==> src/wrtc_pkg.sv <==
// ----------------------------------------------------------------------------
// wrtc_pkg
// shared types and codes for the wildcard rule table classifier
// ----------------------------------------------------------------------------
package wrtc_pkg;

    // request commands
    localparam logic [1:0] CMD_INSERT   = 2'd0;
    localparam logic [1:0] CMD_DELETE   = 2'd1;
    localparam logic [1:0] CMD_CLASSIFY = 2'd2;

    // result status codes
    localparam logic [1:0] STATUS_OK      = 2'd0;
    localparam logic [1:0] STATUS_BAD_POS = 2'd1;
    localparam logic [1:0] STATUS_FULL    = 2'd2;

    // one stored filter rule
    typedef struct packed {
        logic [15:0] local_port;
        logic [31:0] remote_addr;
        logic [15:0] remote_port;
        logic [7:0]  protocol;
        logic        target;
    } t_rule;

    // packet header fields that travel down the chain
    typedef struct packed {
        logic [15:0] local_port;
        logic [31:0] remote_addr;
        logic [15:0] remote_port;
        logic [7:0]  protocol;
    } t_key;

    // running lookup state that travels with the key
    typedef struct packed {
        logic valid;
        logic found;
        logic verdict;
    } t_scan;

    // per-cell control from the table controller
    typedef struct packed {
        logic load_left;
        logic load_right;
        logic active;
    } t_cell_ctl;

endpackage

==> src/wrtc_cell.sv <==
// ----------------------------------------------------------------------------
// wrtc_cell
// one rule slot of the chain with its lookup stage
// ----------------------------------------------------------------------------
module wrtc_cell (
    input  logic               i_clk,
    input  logic               i_rst_n,
    input  wrtc_pkg::t_cell_ctl i_ctl,
    input  wrtc_pkg::t_rule    i_left_rule,
    input  wrtc_pkg::t_rule    i_right_rule,
    output wrtc_pkg::t_rule    o_rule,
    input  wrtc_pkg::t_key     i_key,
    input  wrtc_pkg::t_scan    i_scan,
    output wrtc_pkg::t_key     o_key,
    output wrtc_pkg::t_scan    o_scan
);

    wrtc_pkg::t_rule r_rule;
    wrtc_pkg::t_key  r_key;
    wrtc_pkg::t_scan r_scan;
    wrtc_pkg::t_scan n_scan;
    logic            hit;

    // zero in a port or address field of the rule is a wildcard
    always_comb begin
        hit = i_scan.valid && i_ctl.active && !i_scan.found
            && (r_rule.local_port == 16'd0 || r_rule.local_port == i_key.local_port)
            && (r_rule.remote_addr == 32'd0 || r_rule.remote_addr == i_key.remote_addr)
            && (r_rule.remote_port == 16'd0 || r_rule.remote_port == i_key.remote_port)
            && (r_rule.protocol == i_key.protocol);
        n_scan.valid   = i_scan.valid;
        n_scan.found   = i_scan.found || hit;
        n_scan.verdict = i_scan.found ? i_scan.verdict : (hit && r_rule.target);
    end

    // insert shifts toward the tail, delete pulls from the tail side
    always_ff @(posedge i_clk) begin
        if (i_ctl.load_left) begin
            r_rule <= i_left_rule;
        end else if (i_ctl.load_right) begin
            r_rule <= i_right_rule;
        end
        r_key <= i_key;
    end

    always_ff @(posedge i_clk) begin
        if (!i_rst_n) begin
            r_scan <= '0;
        end else begin
            r_scan <= n_scan;
        end
    end

    assign o_rule = r_rule;
    assign o_key  = r_key;
    assign o_scan = r_scan;

endmodule

==> src/wildcard_rule_table_classifier.sv <==
// ----------------------------------------------------------------------------
// wildcard_rule_table_classifier
// ordered first-match packet filter rule table built as a chain of rule cells
// ----------------------------------------------------------------------------
// usage
// - input channel (i_in_valid / o_in_stall) carries one request: insert a rule
//   at the front, delete the rule at a 1-based position, or classify a header
// - output channel (o_out_valid / i_out_stall) returns one result per request:
//   verdict, matched flag, status and the rule count after the request
// - insert, delete and the unused command finish in the accept cycle and
//   their result is registered, so one such request per cycle while the output is not stalled
// - classify sends the header down the chain, one cell per cycle, and the
//   result is registered once it leaves the last cell; one classify runs at
//   a time
// - a finished result waits in the output register; while it is stalled a
//   next request is still accepted and its result parks in a hold register
// - synchronous active-low reset empties the table (count zero) and clears
//   all valids; rule contents are not cleared
// ----------------------------------------------------------------------------
module wildcard_rule_table_classifier #(
    parameter int MAX_RULES = 16,
    parameter int CNT_W     = $clog2(MAX_RULES + 1)
) (
    input  logic              i_clk,
    input  logic              i_rst_n,
    // request channel
    input  logic              i_in_valid,
    output logic              o_in_stall,
    input  logic [1:0]        i_cmd,
    input  logic [15:0]       i_local_port,
    input  logic [31:0]       i_remote_addr,
    input  logic [15:0]       i_remote_port,
    input  logic [7:0]        i_protocol,
    input  logic              i_rule_target,
    input  logic [CNT_W-1:0]  i_position,
    // result channel
    output logic              o_out_valid,
    input  logic              i_out_stall,
    output logic              o_verdict,
    output logic              o_matched,
    output logic [1:0]        o_status,
    output logic [CNT_W-1:0]  o_count
);

    // controller states
    localparam logic [1:0] ST_IDLE = 2'd0;
    localparam logic [1:0] ST_SCAN = 2'd1;
    localparam logic [1:0] ST_HOLD = 2'd2;

    logic [1:0]       r_state, n_state;
    logic [CNT_W-1:0] r_count, n_count;

    // output register
    logic             r_out_valid, n_out_valid;
    logic             r_out_verdict, r_out_matched;
    logic [1:0]       r_out_status;
    logic [CNT_W-1:0] r_out_count;

    // hold register for a result that finds the output busy
    logic             r_pend_verdict, r_pend_matched;
    logic [1:0]       r_pend_status;
    logic [CNT_W-1:0] r_pend_count;

    // result produced this cycle
    logic             res_ready;
    logic             res_verdict, res_matched;
    logic [1:0]       res_status;
    logic [CNT_W-1:0] res_count;

    logic in_acc, out_free, do_ins, do_del;

    // chain wiring
    wrtc_pkg::t_rule     chain_rule [MAX_RULES];
    wrtc_pkg::t_key      chain_key  [MAX_RULES+1];
    wrtc_pkg::t_scan     chain_scan [MAX_RULES+1];
    wrtc_pkg::t_cell_ctl cell_ctl   [MAX_RULES];
    wrtc_pkg::t_rule     new_rule;

    assign o_in_stall = (r_state != ST_IDLE);
    assign in_acc     = i_in_valid && !o_in_stall;
    assign out_free   = !r_out_valid || !i_out_stall;

    // new rule and lookup key come straight from the request
    assign new_rule = '{local_port: i_local_port, remote_addr: i_remote_addr,
                        remote_port: i_remote_port, protocol: i_protocol,
                        target: i_rule_target};
    assign chain_key[0]  = '{local_port: i_local_port, remote_addr: i_remote_addr,
                             remote_port: i_remote_port, protocol: i_protocol};
    assign chain_scan[0] = '{valid: in_acc && (i_cmd == wrtc_pkg::CMD_CLASSIFY),
                             found: 1'b0, verdict: 1'b0};

    // controller
    always_comb begin
        n_state     = r_state;
        n_count     = r_count;
        do_ins      = 1'b0;
        do_del      = 1'b0;
        res_ready   = 1'b0;
        res_verdict = 1'b0;
        res_matched = 1'b0;
        res_status  = wrtc_pkg::STATUS_OK;
        res_count   = r_count;
        case (r_state)
            ST_IDLE: begin
                if (in_acc) begin
                    case (i_cmd)
                        wrtc_pkg::CMD_INSERT: begin
                            if (r_count == CNT_W'(MAX_RULES)) begin
                                res_status = wrtc_pkg::STATUS_FULL;
                            end else begin
                                do_ins  = 1'b1;
                                n_count = r_count + CNT_W'(1);
                            end
                            res_ready = 1'b1;
                        end
                        wrtc_pkg::CMD_DELETE: begin
                            if (i_position == '0 || i_position > r_count) begin
                                res_status = wrtc_pkg::STATUS_BAD_POS;
                            end else begin
                                do_del  = 1'b1;
                                n_count = r_count - CNT_W'(1);
                            end
                            res_ready = 1'b1;
                        end
                        wrtc_pkg::CMD_CLASSIFY: begin
                            n_state = ST_SCAN;
                        end
                        default: begin
                            // unused command: no change, report current count
                            res_ready = 1'b1;
                        end
                    endcase
                    res_count = n_count;
                end
            end
            ST_SCAN: begin
                // header leaves the last cell
                if (chain_scan[MAX_RULES].valid) begin
                    res_ready   = 1'b1;
                    res_verdict = chain_scan[MAX_RULES].verdict;
                    res_matched = chain_scan[MAX_RULES].found;
                    n_state     = ST_IDLE;
                end
            end
            ST_HOLD: begin
                res_ready   = 1'b1;
                res_verdict = r_pend_verdict;
                res_matched = r_pend_matched;
                res_status  = r_pend_status;
                res_count   = r_pend_count;
                n_state     = ST_IDLE;
            end
            default: begin
                n_state = ST_IDLE;
            end
        endcase

        // output busy: park the result
        if (res_ready && !out_free) begin
            n_state = ST_HOLD;
        end

        n_out_valid = r_out_valid && i_out_stall;
        if (res_ready && out_free) begin
            n_out_valid = 1'b1;
        end
    end

    always_ff @(posedge i_clk) begin
        if (!i_rst_n) begin
            r_state     <= ST_IDLE;
            r_count     <= '0;
            r_out_valid <= 1'b0;
        end else begin
            r_state     <= n_state;
            r_count     <= n_count;
            r_out_valid <= n_out_valid;
        end
    end

    always_ff @(posedge i_clk) begin
        if (res_ready && out_free) begin
            r_out_verdict <= res_verdict;
            r_out_matched <= res_matched;
            r_out_status  <= res_status;
            r_out_count   <= res_count;
        end
        if (res_ready && !out_free) begin
            r_pend_verdict <= res_verdict;
            r_pend_matched <= res_matched;
            r_pend_status  <= res_status;
            r_pend_count   <= res_count;
        end
    end

    // rule cells, slot 0 holds the newest rule
    for (genvar i = 0; i < MAX_RULES; i++) begin : g_cell
        wrtc_pkg::t_rule left_rule, right_rule;

        // cells at and behind the deleted slot pull from their tail neighbor
        assign cell_ctl[i] = '{load_left:  do_ins,
                               load_right: do_del && (CNT_W'(i + 1) >= i_position),
                               active:     (CNT_W'(i) < r_count)};

        if (i == 0) begin : g_head
            assign left_rule = new_rule;
        end else begin : g_body
            assign left_rule = chain_rule[i-1];
        end

        if (i == MAX_RULES - 1) begin : g_tail
            assign right_rule = chain_rule[i];
        end else begin : g_mid
            assign right_rule = chain_rule[i+1];
        end

        wrtc_cell u_cell (
            .i_clk        (i_clk),
            .i_rst_n      (i_rst_n),
            .i_ctl        (cell_ctl[i]),
            .i_left_rule  (left_rule),
            .i_right_rule (right_rule),
            .o_rule       (chain_rule[i]),
            .i_key        (chain_key[i]),
            .i_scan       (chain_scan[i]),
            .o_key        (chain_key[i+1]),
            .o_scan       (chain_scan[i+1])
        );
    end

    assign o_out_valid = r_out_valid;
    assign o_verdict   = r_out_verdict;
    assign o_matched   = r_out_matched;
    assign o_status    = r_out_status;
    assign o_count     = r_out_count;

endmodule

==> config.mk <==
export PLATFORM = sky130hd
export DESIGN_NAME = wildcard_rule_table_classifier
export DESIGN_NICKNAME = d
export VERILOG_FILES = /design/src/wrtc_pkg.sv /design/src/wrtc_cell.sv /design/src/wildcard_rule_table_classifier.sv
export SDC_FILE = /design/constraint.sdc
export NUM_CORES = 2
export LEC_CHECK = 0
export BUFFER_PORTS_ARGS = -buffer_cell sky130_fd_sc_hd__buf_2
export CAP_MARGIN = 20
export CORE_MARGIN = 3
export CORE_UTILIZATION = 30
export CTS_BUF_LIST = sky130_fd_sc_hd__clkbuf_8 sky130_fd_sc_hd__clkbuf_16
export DETAILED_ROUTE_END_ITERATION = 10
export PLACE_DENSITY_LB_ADDON = 0.25
export SETUP_SLACK_MARGIN = 0.02
export SLEW_MARGIN = 20
export SYNTH_ARGS = -nofsm -noshare
export SYNTH_HDL_FRONTEND = slang
export SYNTH_SLANG_ARGS = --single-unit
==> constraint.sdc <==
create_clock -name i_clk -period 6.09 [get_ports i_clk]
set_clock_uncertainty 0.15 [all_clocks]
set_input_delay 0.3045 -clock i_clk [delete_from_list [all_inputs] [get_ports i_clk]]
set_output_delay 0.3045 -clock i_clk [all_outputs]
set_load 0.03 [all_outputs]
==> results by group <==
Yosys
  – Post-synthesis cell count: 8061
  – Fraction of the yosys area taken by sequential cells: 0.660
  – Syn Std Cell Area: 88400 um^2
  – Synth async-reset ratio: 0
  – Number of synthesized register bits: 2322
  – Top flip-flop cell by instance count after synthesis: sky130_fd_sc_hd__edfxtp_1
  – Average size of a mapped cell: 11.0 um^2
  – Dominant cell type by area after synthesis: sky130_fd_sc_hd__edfxtp_1
  – Count of different cell masters after synthesis: 67
  – Synthesis warning total: 0
  – Number of synthesized flops with an enable pin: 1186
  – Proportion of netlist area held by the largest area contributor: 0.403
  – Cell types occupying the most area after synthesis: sky130_fd_sc_hd__edfxtp_1 (40%), sky130_fd_sc_hd__dfxtp_1 (26%), sky130_fd_sc_hd__nand2_1 (14%)
  – Number of nets produced by synthesis: 8158

Flow run
  – Max-cap check violation count: 0

Setup path
  – Critical path fanouts, max: 37
  – Data arrival time at the worst-slack endpoint: 4.84 ns
  – Critical path class: reg2reg
  – Type of element launching the critical path: flip-flop
  – Critical Path End Type: flip-flop
  – Required arrival time at the worst endpoint: 6.46 ns

Drt
  – First-pass DRT Iterations: 6
  – Number of vias after detailed routing: 56300
  – Detailed-route vias per instance: 4.53
  – Average wire length per cell after detail routing: 19.6 um
  – DRC violations left: 0
  – Detail Route Antenna Nets: 0
  – Wire length after detailed routing: 244000 um
  – DRT iter0 DRCs: 5637

Power
  – Worst ir drop on vdd: 269 uV
  – Clock power frac: 0.427
  – Leak pwr: 41.4 nW
  – Total power of the final layout: 34.3 mW
  – Logic gate share of total power: 0.053
  – Cell-internal power: 26.5 mW
  – Switching Fraction: 0.229
  – Switching power summed over all nets: 7.84 mW
  – Sequential group share of total power: 0.520
  – Cell area power density: 334 nW/um^2

Floorplanning
  – Die span in y: 549 um
  – Core Region: 292000 um^2
  – Overall die width: 549 um
  – Die footprint: 301000 um^2
  – Std-Cell Rows: 198
  – Initial Utilization: 0.303
  – Count of pins on the block boundary: 95

STA
  – Final Slew Violations: 0
  – Setup violation total in the final timing report: 0
  – Setup repair after global routing missed its margin: no
  – F_max: 224 MHz
  – Hold slack final: 0.0686 ns
  – Final Hold Violating Endpoints: 0
  – Smallest setup slack after layout: 1.62 ns
  – Part of the cycle the worst path needs: 0.734
  – Worst slew slack as a fraction of its limit: 0.214
  – Slew @ Worst Pin: 1.18 ns
  – Period minus WS final: 4.47 ns

Cells and area
  – Layout cells sized above 1: 0.0642
  – Multi-input logic area: 28800 um^2
  – Final nets: 8430
  – Filler Cells Inserted: 29300
  – Share of the core filled with cells: 0.352
  – Area used by sequential logic in the layout: 58400 um^2
  – Design Area, Final: 103000 um^2
  – Layout overhead on the synthesized area: 16.4%

Global routing
  – Antenna violations before repair: 3
  – Global routing usage summed across all routing layers: 0.157
  – Vias in the first global route: 57100
  – Wire length of the first global-routing pass: 367000 um
  – Total congestion overflow: 0
  – Largest net degree at the start of global routing: 210

Place
  – Final estimated routing congestion in global placement: 0.910
  – Total cell area at the placement stage: 93400 um^2
  – Half-perimeter wire length after detailed placement: 179000 um
  – Number of buffer cells added on primary ports: 94
  – Setup slack at placement: 1.60 ns

Outcome
  – Result of the run: finished, final reports clean

Clocking
  – Root buffer cell: sky130_fd_sc_hd__clkbuf_16
  – Sinks on the clock net: 2322
  – CTS clk-pin slew, worst paths: 0.06 ns
  – Insertion delay of the later-clocked pin in the worst-skew pair: 0.85 ns
  – TritonCTS clock tree: yes
  – Number of buffers on the longest clock path: 3
  – Cts bufs inserted: 235
  – Total number of H-tree levels: 4
  – Post-CTS repair timing setup buffer count: 0

Min path
  – Worst hold-check path type: in2reg
==> worst max-delay path, stage by stage, from the launching register on <==
cell and delay (ns):
sky130_fd_sc_hd__dfxtp_1 0.77, sky130_fd_sc_hd__inv_1 0.15, sky130_fd_sc_hd__ha_1 0.37, sky130_fd_sc_hd__a21o_1 0.21
sky130_fd_sc_hd__a311oi_2 0.28, sky130_fd_sc_hd__o22ai_2 0.26, sky130_fd_sc_hd__or3_1 0.80, sky130_fd_sc_hd__o21ai_4 0.79
sky130_fd_sc_hd__buf_12 0.29
==> per-stage QoR <==
| step | cells | TNS [ns] |
|---|---|---|
| after floorplan | 8061 | -23.18 |
| after global placement | 11900 | 0 |
| after detailed placement | 11900 | 0 |
| after CTS | 12400 | 0 |
| after global routing | 12400 | 0 |
| final | 12400 | 0 |
==> layer usage <==
metal  GRT usage  routed length, um  vias to the layer above
met3      0.0181              11600                      446
met2       0.225             101000                     1688
met5           0                  0                        -
met1       0.238             121000                    26500
li1            -                  -                    27700
met4      0.0662              10200                        0
==> layout by cell type (no fill, tap or decap), types with 5 or more instances in the layout <==
| cell type | instances |
|---|---|
| sky130_fd_sc_hd__nor4_1 | 533 |
| sky130_fd_sc_hd__o21ai_1 | 5 |
| sky130_fd_sc_hd__a22oi_1 | 5 |
| sky130_fd_sc_hd__clkinv_1 | 13 |
| sky130_fd_sc_hd__nand2b_1 | 20 |
| sky130_fd_sc_hd__nor2b_1 | 7 |
| sky130_fd_sc_hd__nand2_1 | 3358 |
| sky130_fd_sc_hd__xor2_1 | 1102 |
| sky130_fd_sc_hd__nor2_1 | 20 |
| sky130_fd_sc_hd__o21ai_0 | 28 |
| sky130_fd_sc_hd__ha_1 | 13 |
| sky130_fd_sc_hd__buf_4 | 39 |
| sky130_fd_sc_hd__edfxtp_1 | 1186 |
| sky130_fd_sc_hd__xnor2_1 | 50 |
| sky130_fd_sc_hd__nand4_1 | 146 |
| sky130_fd_sc_hd__clkinv_2 | 42 |
| sky130_fd_sc_hd__a21oi_1 | 18 |
| sky130_fd_sc_hd__and2_1 | 15 |
| sky130_fd_sc_hd__o22ai_1 | 15 |
| sky130_fd_sc_hd__nand3_1 | 32 |
| sky130_fd_sc_hd__bufinv_16 | 17 |
| sky130_fd_sc_hd__dlygate4sd3_1 | 144 |
| sky130_fd_sc_hd__inv_1 | 83 |
| sky130_fd_sc_hd__or4_1 | 5 |
| sky130_fd_sc_hd__clkbuf_16 | 250 |
| sky130_fd_sc_hd__clkbuf_8 | 45 |
| sky130_fd_sc_hd__buf_12 | 22 |
| sky130_fd_sc_hd__dfxtp_1 | 1136 |
| sky130_fd_sc_hd__buf_2 | 94 |
| sky130_fd_sc_hd__nor3_1 | 8 |
| sky130_fd_sc_hd__o21ai_4 | 6 |
==> power by group through the flow <==
stage | registers (mW) | logic, mW | clock network (mW)
detailed placement | 18.2 | 1.75 | 0
global route | 17.9 | 2.02 | 15.6
CTS | 17.8 | 1.83 | 15.0
floorplan | 17.9 | 1.15 | 0
finish | 17.8 | 1.82 | 14.6
global placement | 18.1 | 1.73 | 0
==> final timing paths <==
path / from / end / slack [ns] / cells after the start
hold / removal: i_remote_addr[24] / g_cell[0].u_cell.o_key[48] / 0.07 / 2
setup reg to reg: r_count[2] / g_cell[10].u_cell.o_rule[44] / 1.62 / 8
setup / recovery: r_count[2] / g_cell[10].u_cell.o_rule[44] / 1.62 / 8
hold reg to reg: g_cell[12].u_cell.o_key[47] / g_cell[13].u_cell.o_key[47] / 0.20 / 0
==> registers in the layout, indices dropped and copies added, names as in the netlist <==
name / count
o_status: 2
g_cell.u_cell.o_key: 1080
r_count: 5
o_out_valid: 1
o_matched: 1
r_pend_status: 2
g_cell.u_cell.o_rule: 1168
r_pend_count: 5
r_pend_matched: 1
r_state: 2
g_cell.u_cell.o_scan: 48
o_count: 5
r_pend_verdict: 1
o_verdict: 1
==> kinds of logic after synthesis <==
kind of cell             count (synthesis)  share of synthesized area
AND/OR/NAND/NOR                       4171                      0.199
flip-flops                            2322                      0.660
XOR/XNOR                              1152                      0.114
buffers and inverters                  281                     0.0154
AO/OA/AOI/OAI                          121                    0.00885
adder cells (fa/ha/maj)                 13                    0.00184
multiplexers                             1                   0.000113
==> final cells by class <==
class,instances,share of cell area
sequential,2322,0.567
multi-input combinational,5458,0.281
clock buffer,295,0.0669
tap,3900,0.0474
timing repair buffer,300,0.0258
clock inverter,154,0.0112
inverter,16,0.000657
antenna,3,0.0000730
==> Yosys cell counts, types with 2 or more instances <==
library cell / number
sky130_fd_sc_hd__nor3_1: 8
sky130_fd_sc_hd__xnor2_1: 50
sky130_fd_sc_hd__nand3b_1: 2
sky130_fd_sc_hd__o21a_1: 2
sky130_fd_sc_hd__a2111oi_0: 3
sky130_fd_sc_hd__or3_1: 2
sky130_fd_sc_hd__buf_2: 219
sky130_fd_sc_hd__a22oi_1: 5
sky130_fd_sc_hd__o21ai_0: 28
sky130_fd_sc_hd__and3_1: 4
sky130_fd_sc_hd__nand3_1: 32
sky130_fd_sc_hd__o21ai_1: 11
sky130_fd_sc_hd__nor2b_1: 7
sky130_fd_sc_hd__a211oi_1: 4
sky130_fd_sc_hd__nor3b_1: 3
sky130_fd_sc_hd__buf_1: 10
sky130_fd_sc_hd__nand2_1: 3360
sky130_fd_sc_hd__a21o_1: 2
sky130_fd_sc_hd__buf_4: 4
sky130_fd_sc_hd__and2_1: 15
sky130_fd_sc_hd__ha_1: 13
sky130_fd_sc_hd__nor4_1: 533
sky130_fd_sc_hd__a31oi_1: 6
sky130_fd_sc_hd__o211ai_1: 2
sky130_fd_sc_hd__dfxtp_1: 1136
sky130_fd_sc_hd__or4_1: 5
sky130_fd_sc_hd__nor2_1: 23
sky130_fd_sc_hd__o311ai_0: 2
sky130_fd_sc_hd__clkbuf_1: 30
sky130_fd_sc_hd__inv_1: 15
sky130_fd_sc_hd__a32oi_1: 2
sky130_fd_sc_hd__a21oi_1: 20
sky130_fd_sc_hd__xor2_1: 1102
sky130_fd_sc_hd__o22ai_1: 15
sky130_fd_sc_hd__nand4_1: 146
sky130_fd_sc_hd__nand2b_1: 20
sky130_fd_sc_hd__buf_6: 2
sky130_fd_sc_hd__edfxtp_1: 1186
sky130_fd_sc_hd__a22o_1: 2
sky130_fd_sc_hd__a41oi_1: 3
==> repair_timing <==
action,in CTS,in global routing
endpoints found under the hold margin,226,0
resized for setup,0,0
hold buffers,144,0
Power figures use the tool's default switching activity.
